File: config.mk
export PLATFORM = sky130hd
export DESIGN_NAME = pps_queue
export DESIGN_NICKNAME = d
export VERILOG_FILES = /design/src/rtl/pps_pkg.sv /design/src/rtl/pps_queue.sv
export SDC_FILE = /design/constraint.sdc
export NUM_CORES = 1
export LEC_CHECK = 0
export BUFFER_PORTS_ARGS = -buffer_cell sky130_fd_sc_hd__buf_2
export CORE_ASPECT_RATIO = 0.7
export CORE_MARGIN = 10
export CORE_UTILIZATION = 50
export DETAILED_ROUTE_END_ITERATION = 16
export PLACE_DENSITY = 0.71
export SETUP_SLACK_MARGIN = 0.4
export SYNTH_ARGS = -nofsm -noshare
export SYNTH_HDL_FRONTEND = slang
export SYNTH_SLANG_ARGS = --single-unit
export TNS_END_PERCENT = 100
File: constraint.sdc
create_clock -name clk_i -period 12.2 [get_ports clk_i]
set_clock_uncertainty 0.2 [all_clocks]
set_input_delay 0 -clock clk_i [delete_from_list [all_inputs] [get_ports clk_i]]
set_output_delay 0 -clock clk_i [all_outputs]
set_load 0.005 [all_outputs]
File: src/rtl/pps_pkg.sv
// ----------------------------------------------------------------------------
// pps_pkg: shared types and constants of the projection sampler
// Item, configuration and pipeline tag types, field widths and codes.
// ----------------------------------------------------------------------------
package pps_pkg;

  localparam int FUNC_W     = 2;
  localparam int IDX_W      = 18;
  localparam int PIX_IN_W   = 16;
  localparam int WORD_W     = 32;
  localparam int DIM_W      = 10;
  localparam int FOCAL_W    = 31;
  localparam int OUT_IDX_W  = 9;
  localparam int CFG_IDX_W  = 3;
  localparam int NUM_COEFFS = 12;
  localparam int COEFF_IDX_W = 4;
  localparam int QUEUE_DEPTH = 4;

  localparam logic [FUNC_W-1:0] FUNC_PIXEL   = 2'd0;
  localparam logic [FUNC_W-1:0] FUNC_POSE    = 2'd1;
  localparam logic [FUNC_W-1:0] FUNC_PROJECT = 2'd2;

  localparam logic [CFG_IDX_W-1:0] CFG_WIDTH    = 3'd0;
  localparam logic [CFG_IDX_W-1:0] CFG_HEIGHT   = 3'd1;
  localparam logic [CFG_IDX_W-1:0] CFG_CENTER_U = 3'd2;
  localparam logic [CFG_IDX_W-1:0] CFG_CENTER_V = 3'd3;
  localparam logic [CFG_IDX_W-1:0] CFG_FOCAL    = 3'd4;

  localparam logic [DIM_W-1:0]   RST_WIDTH  = 10'd512;
  localparam logic [DIM_W-1:0]   RST_HEIGHT = 10'd512;
  localparam logic [FOCAL_W-1:0] RST_FOCAL  = 31'd65536;

  typedef enum logic [1:0] {
    OP_PIXEL,
    OP_POSE,
    OP_PROJECT
  } pps_op_e;

  typedef struct packed {
    pps_op_e                  op;
    logic [IDX_W-1:0]         idx;
    logic [PIX_IN_W-1:0]      pix;
    logic signed [WORD_W-1:0] coeff;
    logic signed [WORD_W-1:0] x;
    logic signed [WORD_W-1:0] y;
    logic signed [WORD_W-1:0] z;
  } pps_item_t;

  typedef struct packed {
    logic [DIM_W-1:0]         width;
    logic [DIM_W-1:0]         height;
    logic signed [WORD_W-1:0] center_u;
    logic signed [WORD_W-1:0] center_v;
    logic [FOCAL_W-1:0]       focal;
  } pps_cfg_t;

  typedef struct packed {
    logic valid;
    logic proj;
    logic wr;
  } pps_tag_t;

endpackage

File: src/rtl/pps_queue.sv
// ----------------------------------------------------------------------------
// pps_queue: item queue
// Small first-in first-out buffer between classification and execution.
// ----------------------------------------------------------------------------
module pps_queue (
  input  logic               clk_i,
  input  logic               rst_ni,
  input  logic               push_i,
  input  pps_pkg::pps_item_t item_i,
  output logic               full_o,
  output logic               head_valid_o,
  input  logic               pop_i,
  output pps_pkg::pps_item_t head_o
);
  import pps_pkg::*;

  localparam int PTR_W = $clog2(QUEUE_DEPTH);

  pps_item_t        mem_q [0:QUEUE_DEPTH-1];
  logic [PTR_W-1:0] wr_q, wr_d, rd_q, rd_d;
  logic [PTR_W:0]   cnt_q, cnt_d;

  always_comb begin
    wr_d  = push_i ? wr_q + 1'b1 : wr_q;
    rd_d  = pop_i ? rd_q + 1'b1 : rd_q;
    cnt_d = cnt_q + (PTR_W+1)'(push_i) - (PTR_W+1)'(pop_i);
  end

  always_ff @(posedge clk_i or negedge rst_ni) begin
    if (!rst_ni) begin
      wr_q  <= '0;
      rd_q  <= '0;
      cnt_q <= '0;
    end else begin
      wr_q  <= wr_d;
      rd_q  <= rd_d;
      cnt_q <= cnt_d;
    end
  end

  always_ff @(posedge clk_i) begin
    if (push_i) begin
      mem_q[wr_q] <= item_i;
    end
  end

  assign full_o       = cnt_q == (PTR_W+1)'(QUEUE_DEPTH);
  assign head_valid_o = cnt_q != '0;
  assign head_o       = mem_q[rd_q];

endmodule

---- After elaboration in Yosys (flattened, before gate mapping) ----
Memories as Yosys holds them, arrays and structs flattened.
Index checks and enable logic that the tools add are counted.
storage, ports and cells
  register bits ........................... 7
  memory bits (writable) .................. 656
  input port bits ......................... 168
  output and inout port bits .............. 166
  word-level logic and storage cells ...... 12
  memories ................................ 1
memories
  memory  depth  bits a word  rd ports  clocked after Yosys merged registers in  write ports  RTL line         RTL
  mem_q   4      164          1         0                                        1            pps_queue.sv:19  pps_item_t mem_q [0:QUEUE_DEPTH-1];
operators by class
  $add $sub $neg .......................... 4
  eq/ne operators ......................... 1
  muxes and demuxes ....................... 2
  reduce and logical (&&, ||, !) cells .... 1
operators with widths
  cell                 number
  $add 2x1->2 const B  2
  $add 3x1->3          1
  $eq 3x3->1 const B   1
  $reduce_bool 3->1    1
  $sub 3x1->3          1
  $mux 1               2

---- Depth between registers and ports, before layout ----
Gate-level depths: netlist (run 1).
  word-level depth ........................ 2
  gate-level depth with buffers ........... 7
  depth with buffers taken out ............ 7

---- Worst setup path before layout (run 1) ----
OpenSTA, ideal clock, no wires.
  path kind ............................... reg2reg
  start point ............................. register wr_q[0]
  end point ............................... memory mem_q[0][0] in the netlist's numbering, enable pin
  library setup time ...................... 0.543 ns
  arrival ................................. 4.364 ns
  required time ........................... 11.457 ns
  setup slack ............................. 7.093 ns
  stages on the path, launching flop included .. 4
  buffers on the path ..................... 0
  period minus slack after synthesis ...... 5.107 ns
  path through ............................ dfrtp_1 inv_1 ha_1 and2_1
RTL lines
  what                    RTL line         RTL
  from (decl)             pps_queue.sv:20  logic [PTR_W-1:0] wr_q, wr_d, rd_q, rd_d;
  from (signal assigned)  pps_queue.sv:35  wr_q <= wr_d;
  to (decl)               pps_queue.sv:19
Straight into the memory's write port.

==> flow_summary.yaml, run 1 <==
outcome:
  status: "finished, final reports clean"
clocking:
  cts_tree: "built"
  cts_buffer_depth: 3
  cts_sinks: 663
  clockRootBuffer: "clkbuf_16"
  clk-insertion-delay-late_ps: 590
  htreeDepth: 2
  cts_buffers: 58
  clk_pin_slew_ps: 60
yosys:
  synthCells: 891
  synth.ff_latch_count: 663
  ys_seq_area_frac: 0.826
  synth_top_area_share: 0.819
  synth.net_count: 1066
  netlist.top_cell.by_area: "edfxtp_1"
  synthTopCellsByArea: "edfxtp_1 (82%), mux4_2 (15%), buf_6 (0.75%)"
  synthDistinctLibCells: 17
  ys_warn_count: 0
  synth.avg_cell_area_um2: 27.0
  syn_area_um2: 24100
timing:
  hold_violations: 0
  drv_slew: 0
  max-slew-margin-rel: 0.288
  finalCritPeriodShare: 0.342
  rsz0062_at_grt: "false"
  min_period_ps: 4170
  whs_ps: 49.2
  setup_viol: 0
  tns_ps: 0
  fmax_mhz: 240
  worst_pin_slew_ps: 1070
min_path:
  hold_path.class: "in2reg"
  min_from: "item_i[4]"
  hold_end: "mem_q[2][4]"
  hold_depth: 2
worst_setup_path:
  path_buf_inv: 3
  cp_common_cell: "buf_4"
  rr_startpoint: "wr_q[0]"
  crit_path_max_fanout: 46
  slowest_stage: "dfrtp_4"
  arrival_ps: 3970
  path_cells: "buf_4, buf_4, mux4_2, buf_2"
  crit_family: "buffers and inverters"
  worst_r2r_endpoint: "mem_q[0][94]"
  rr_worst_depth: 5
  path_class: "reg2out"
  endpoint_kind: "output port"
  cp.required_ps: 12000
  worstSetupStartpointType: "flip-flop"
  cp_slowest_stage_delay_ps: 880
  rrSetupSlack_ps: 9190
grt:
  grt_start_max_net_pins: 73
  grt_pass1_wl_um: 80500
  antenna_found_initial: 4
  overflow: 0
  grt_pass1_vias: 12900
  grt_usage: 0.184
finish:
  fin_nets: 1767
  final_cell_mix: "edfxtp_1 (656), buf_2 (333), dlygate4sd3_1 (331)"
  finish.instance_area_um2: 31500
  area_growth_pct: 30.7
  final-instance-count-excl-fill: 2260
  post-route-util: 0.659
  drive_above_1_share: 0.360
  layout_commonest_cell: "edfxtp_1"
routing:
  drc: 0
  vias_per_cell: 5.41
  first_pass_iters: 5
  drt-initial-drc-count: 1136
  wl_per_cell_um: 23.3
  num_vias: 12200
  ant_nets: 0
  wl_um: 52600
placement:
  dp.cells: 1822
  place_area_um2: 26300
  place_congestion: 0.826
  dp_hpwl_um: 30500
  io_buffer_count: 333
die:
  io-pin-count: 334
  die_h_um: 204
  die_x_um: 282
  core_um2: 47700
  rows: 67
  start_util: 0.504
  dieArea_um2: 57400
pwr:
  p_per_area_nw_per_um2: 214
  ir_drop_uv: 175
  p_leak_nw: 10.9
job:
  drv_cap: 0
==> through the flow <==
| stage | total power [mW] | worst slack, ps |
|---|---|---|
| floorplan | 4.31 | 7090 |
| global placement | 4.96 | 8500 |
| detailed placement | 5.00 | 8470 |
| CTS | 6.83 | 7810 |
| global route | 7.07 | 7540 |
| finish | 6.75 | 8030 |
==> layer usage <==
metal	part of all wire	global-route usage
met5	0.00013	0
met4	0.017	0.0436
met3	0.096	0.0609
met2	0.48	0.286
met1	0.40	0.250
==> how the worst max path moves through the flow <==
stage | start | endpoint | slack, ps | cells past startpoint
3_5_place_dp | rd_q[0] | head_o[53] | 8470 | 4
5_1_grt | rd_q[0] | head_o[53] | 7540 | 4
6_report | rd_q[0] | head_o[53] | 8030 | 4
2_1_floorplan | wr_q[0] | mem_q[0][0] | 7090 | 3
3_3_place_gp | rd_q[0] | head_o[53] | 8500 | 4
4_1_cts | rd_q[0] | head_o[53] | 7810 | 4
==> cell families after synthesis <==
| logic type | count (synthesis) | share of synthesized area |
|---|---|---|
| adders and majority gates | 7 | 0.00395 |
| DFF | 663 | 0.826 |
| AOI/OAI and AO/OA | 1 | 0.000208 |
| buffers and inverters | 43 | 0.0126 |
| xor gates and xnor gates | 5 | 0.00182 |
| muxes | 164 | 0.154 |
| and+or+nand+nor | 8 | 0.00187 |
==> synthesized netlist by cell type <==
| library cell | instances |
|---|---|
| o21ai_0 | 1 |
| edfxtp_1 | 656 |
| clkbuf_2 | 1 |
| mux4_2 | 164 |
| nand2_1 | 2 |
| xor2_1 | 2 |
| clkbuf_1 | 3 |
| or3_1 | 1 |
| ha_1 | 6 |
| dfrtp_1 | 7 |
| and2_1 | 4 |
| buf_2 | 17 |
| inv_1 | 6 |
| and3_1 | 1 |
| xnor2_1 | 3 |
| buf_6 | 16 |
| fa_1 | 1 |
==> repair_timing <==
item,4_1_cts,5_1_grt
hold endpoints to repair,762,0
gates resized for setup,0,0
hold buffers,331,0
buffers inserted,0,0
==> state kept, by name, indices dropped and copies added, names as in the netlist <==
| name | flops |
|---|---|
| mem_q | 656 |
| rd_q | 2 |
| wr_q | 2 |
| cnt_q | 3 |
==> cell type report <==
class	count	area [um^2]
multi-input cells	185	3890
fillers	3008	16200
clock buffers	78	1590
well taps	621	777
flip-flops and latches	663	19900
inverters	6	22.5
clock inverters	26	195
repair buffers	678	5080
diodes	3	7.51
==> power by group <==
| group | switching (mW) | internal [mW] | leakage [nW] |
|---|---|---|---|
| clock | 0.771 | 0.972 | 0.862 |
| combinational | 0.939 | 0.922 | 3.94 |
| sequential | 0.160 | 2.98 | 6.11 |
==> worst reg2reg max path, stage by stage (launching register included) <==
cell,delay (ps)
dfrtp_1,420
inv_1,100
ha_1,150
and2_4,350
buf_4,610
buf_4,770
Note: power is estimated with default switching activity, not from simulation.
==> run 2, diff against run 1 <==
PLACE_DENSITY = 0.74   (was 0.71)
clock period = 3.53 ns   (was 12.2 ns; I/O delays follow)
==> run 2 against run 1 <==
  * Flip-flop and latch count is the same
  * First-iteration DRC count down 5.5%
  * Cell count increased by 1.3%
  * Clock power increased to 3.5 times the previous value
  * Global-route usage rose by 0.72 points
  * Utilization up 0.95 points
  * Design area is 1.4% higher
  * Combinational power grew to 3.8 times the previous value
  * Worst setup slack lost 7300 ps
  * Hold slack got worse by 27 ps
  * Sequential share of layout area is 0.90 points lower
  * Total power rose to 3.5 times the previous value
  * Critical path type unchanged
  * Largest cell class unchanged
==> flow_summary.yaml, run 2 (synthesis gave the netlist of run 1 again) <==
outcome:
  status: "finished, final reports clean"
grt:
  grt_start_max_net_pins: 62
  overflow: 0
  grt_pass1_wl_um: 83400
  grt_pass1_vias: 13500
  grt_usage: 0.191
  antenna_found_initial: 8
routing:
  wl_um: 54700
  vias_per_cell: 5.41
  num_vias: 12400
  drt-initial-drc-count: 1074
  ant_nets: 0
  first_pass_iters: 5
  drc: 0
  wl_per_cell_um: 23.9
clocking:
  cts_buffer_depth: 3
  cts_tree: "built"
  cts_sinks: 663
  clk-insertion-delay-late_ps: 600
  htreeDepth: 2
  clockRootBuffer: "clkbuf_16"
  clk_pin_slew_ps: 70
  ctsResizeCount: 0
  cts_buffers: 59
placement:
  io_buffer_count: 333
  dp_hpwl_um: 31400
  place_area_um2: 26800
  place_congestion: 0.750
finish:
  reg_top3: "mem_q: 656 flops, cnt_q: 3 flops"
  final_cell_mix: "edfxtp_1 (656), buf_2 (333), dlygate4sd3_1 (327)"
  drive_above_1_share: 0.375
  fin_nets: 1792
  area_growth_pct: 32.6
  layout_commonest_cell: "edfxtp_1"
  fillers: 2929
  largest_reg_flops: 656
  finish.instance_area_um2: 31900
  post-route-util: 0.669
  regMostFlops: "mem_q"
worst_setup_path:
  cp.required_ps: 3330
  path_cells: "buf_12, buf_12, mux4_2, buf_2"
  path_class: "reg2out"
  worstSetupStartpointType: "flip-flop"
  endpoint_kind: "output port"
  cp_common_cell: "buf_12"
  arrival_ps: 2590
  slowest_stage: "dfrtp_4"
  crit_path_max_fanout: 24
  cp_slowest_stage_delay_ps: 740
pwr:
  switchingPower_mw: 6.69
  switching_share: 0.280
  p_per_area_nw_per_um2: 749
  ir_drop_uv: 511
  clkPwrFrac: 0.257
  internal-power_mw: 17.2
  p_leak_nw: 11.1
  p_seq_frac: 0.450
  p_comb_frac: 0.292
timing:
  worst_pin_slew_ps: 726
  hold_violations: 0
  drv_slew: 0
  max-slew-margin-rel: 0.516
  rsz0062_at_grt: "false"
  setup_viol: 0
  tns_ps: 0
  fmax_mhz: 359
  min_period_ps: 2790
  finalCritPeriodShare: 0.790
die:
  die_h_um: 204
  rows: 67
  die_x_um: 282
  core_um2: 47700
  start_util: 0.504
  io-pin-count: 334
  dieArea_um2: 57400
min_path:
  hold_path.class: "in2reg"
job:
  drv_cap: 0
==> run 2: cell types whose count changed in the layout (fill, tap and decap cells not counted) <==
cell / before / now
clkbuf_16: 61 / 59
clkinvlp_4: 2 / 1
clkinv_1: 15 / 18
diode_2: 3 / 6
clkinv_2: 5 / 10
inv_6: 1 / 3
clkbuf_1: 17 / 10
bufinv_16: 3 / 5
buf_12: 0 / 19
clkinv_4: 0 / 1
dlygate4sd3_1: 331 / 327
buf_4: 14 / 23
==> run 2: final timing paths <==
kind	from	end	slack, ps	cells past startpoint
worst max-delay path	rd_q[0]	head_o[154]	740	4
worst min-delay path	item_i[35]	mem_q[0][35]	20	2
worst max register to register	wr_q[0]	mem_q[2][0]	1290	4
worst min register to register	wr_q[0]	wr_q[0]	360	1
max in group asynchronous	rst_ni	rd_q[1]	2530	3
min in group asynchronous	rst_ni	cnt_q[2]	240	3
==> run 2: stage by stage <==
stage,cells,hold WS [ps],worst slack (ps),power (mW)
floorplan,891,-496,1110,14.7
global placement,1850,-348,1340,17.5
detailed placement,1850,-345,1280,17.7
CTS,2284,3.58,642,24.1
global route,2287,6.70,562,25.0
finish,2290,22.2,741,23.9
==> run 2: layout make-up <==
cell class              instances  area [um^2]  area share
diodes                          6         15.0    0.000471
clock buffers                  69         1510      0.0475
clock inverters                38          310     0.00973
inverters                       6         22.5    0.000706
multi-input cells             185         3890       0.122
flip-flops and latches        663        19900       0.623
well taps                     621          777      0.0244
repair buffers                702         5490       0.172
==> run 2: power groups by stage <==
stage          sequential [mW]  clock, mW  combinational [mW]
2_1_floorplan             10.7          0                4.04
3_3_place_gp              10.8          0                6.71
3_5_place_dp              10.9          0                6.75
4_1_cts                   10.8       6.24                7.06
5_1_grt                   10.9       6.59                7.51
6_report                  10.8       6.15                6.99
==> run 2: worst max-delay path, delay by kind of cell (launching register included) <==
kind / cells / cell delay [ps]
DFF: 1 / 740
muxes: 1 / 570
buffers and inverters: 3 / 660
==> run 2: what timing repair did <==
action / in CTS / in global routing
hold buffers: 327 / 0
hold endpoints to repair: 780 / 0
setup endpoints to repair: 0 / 0
setup buffers: 0 / 0
==> run 2: per-layer routing <==
metal  global-route usage  routed length (um)
met1                0.248               21100
met2                0.321               28000
met3               0.0478                4390
met4               0.0478                1070
met5                    0                  48
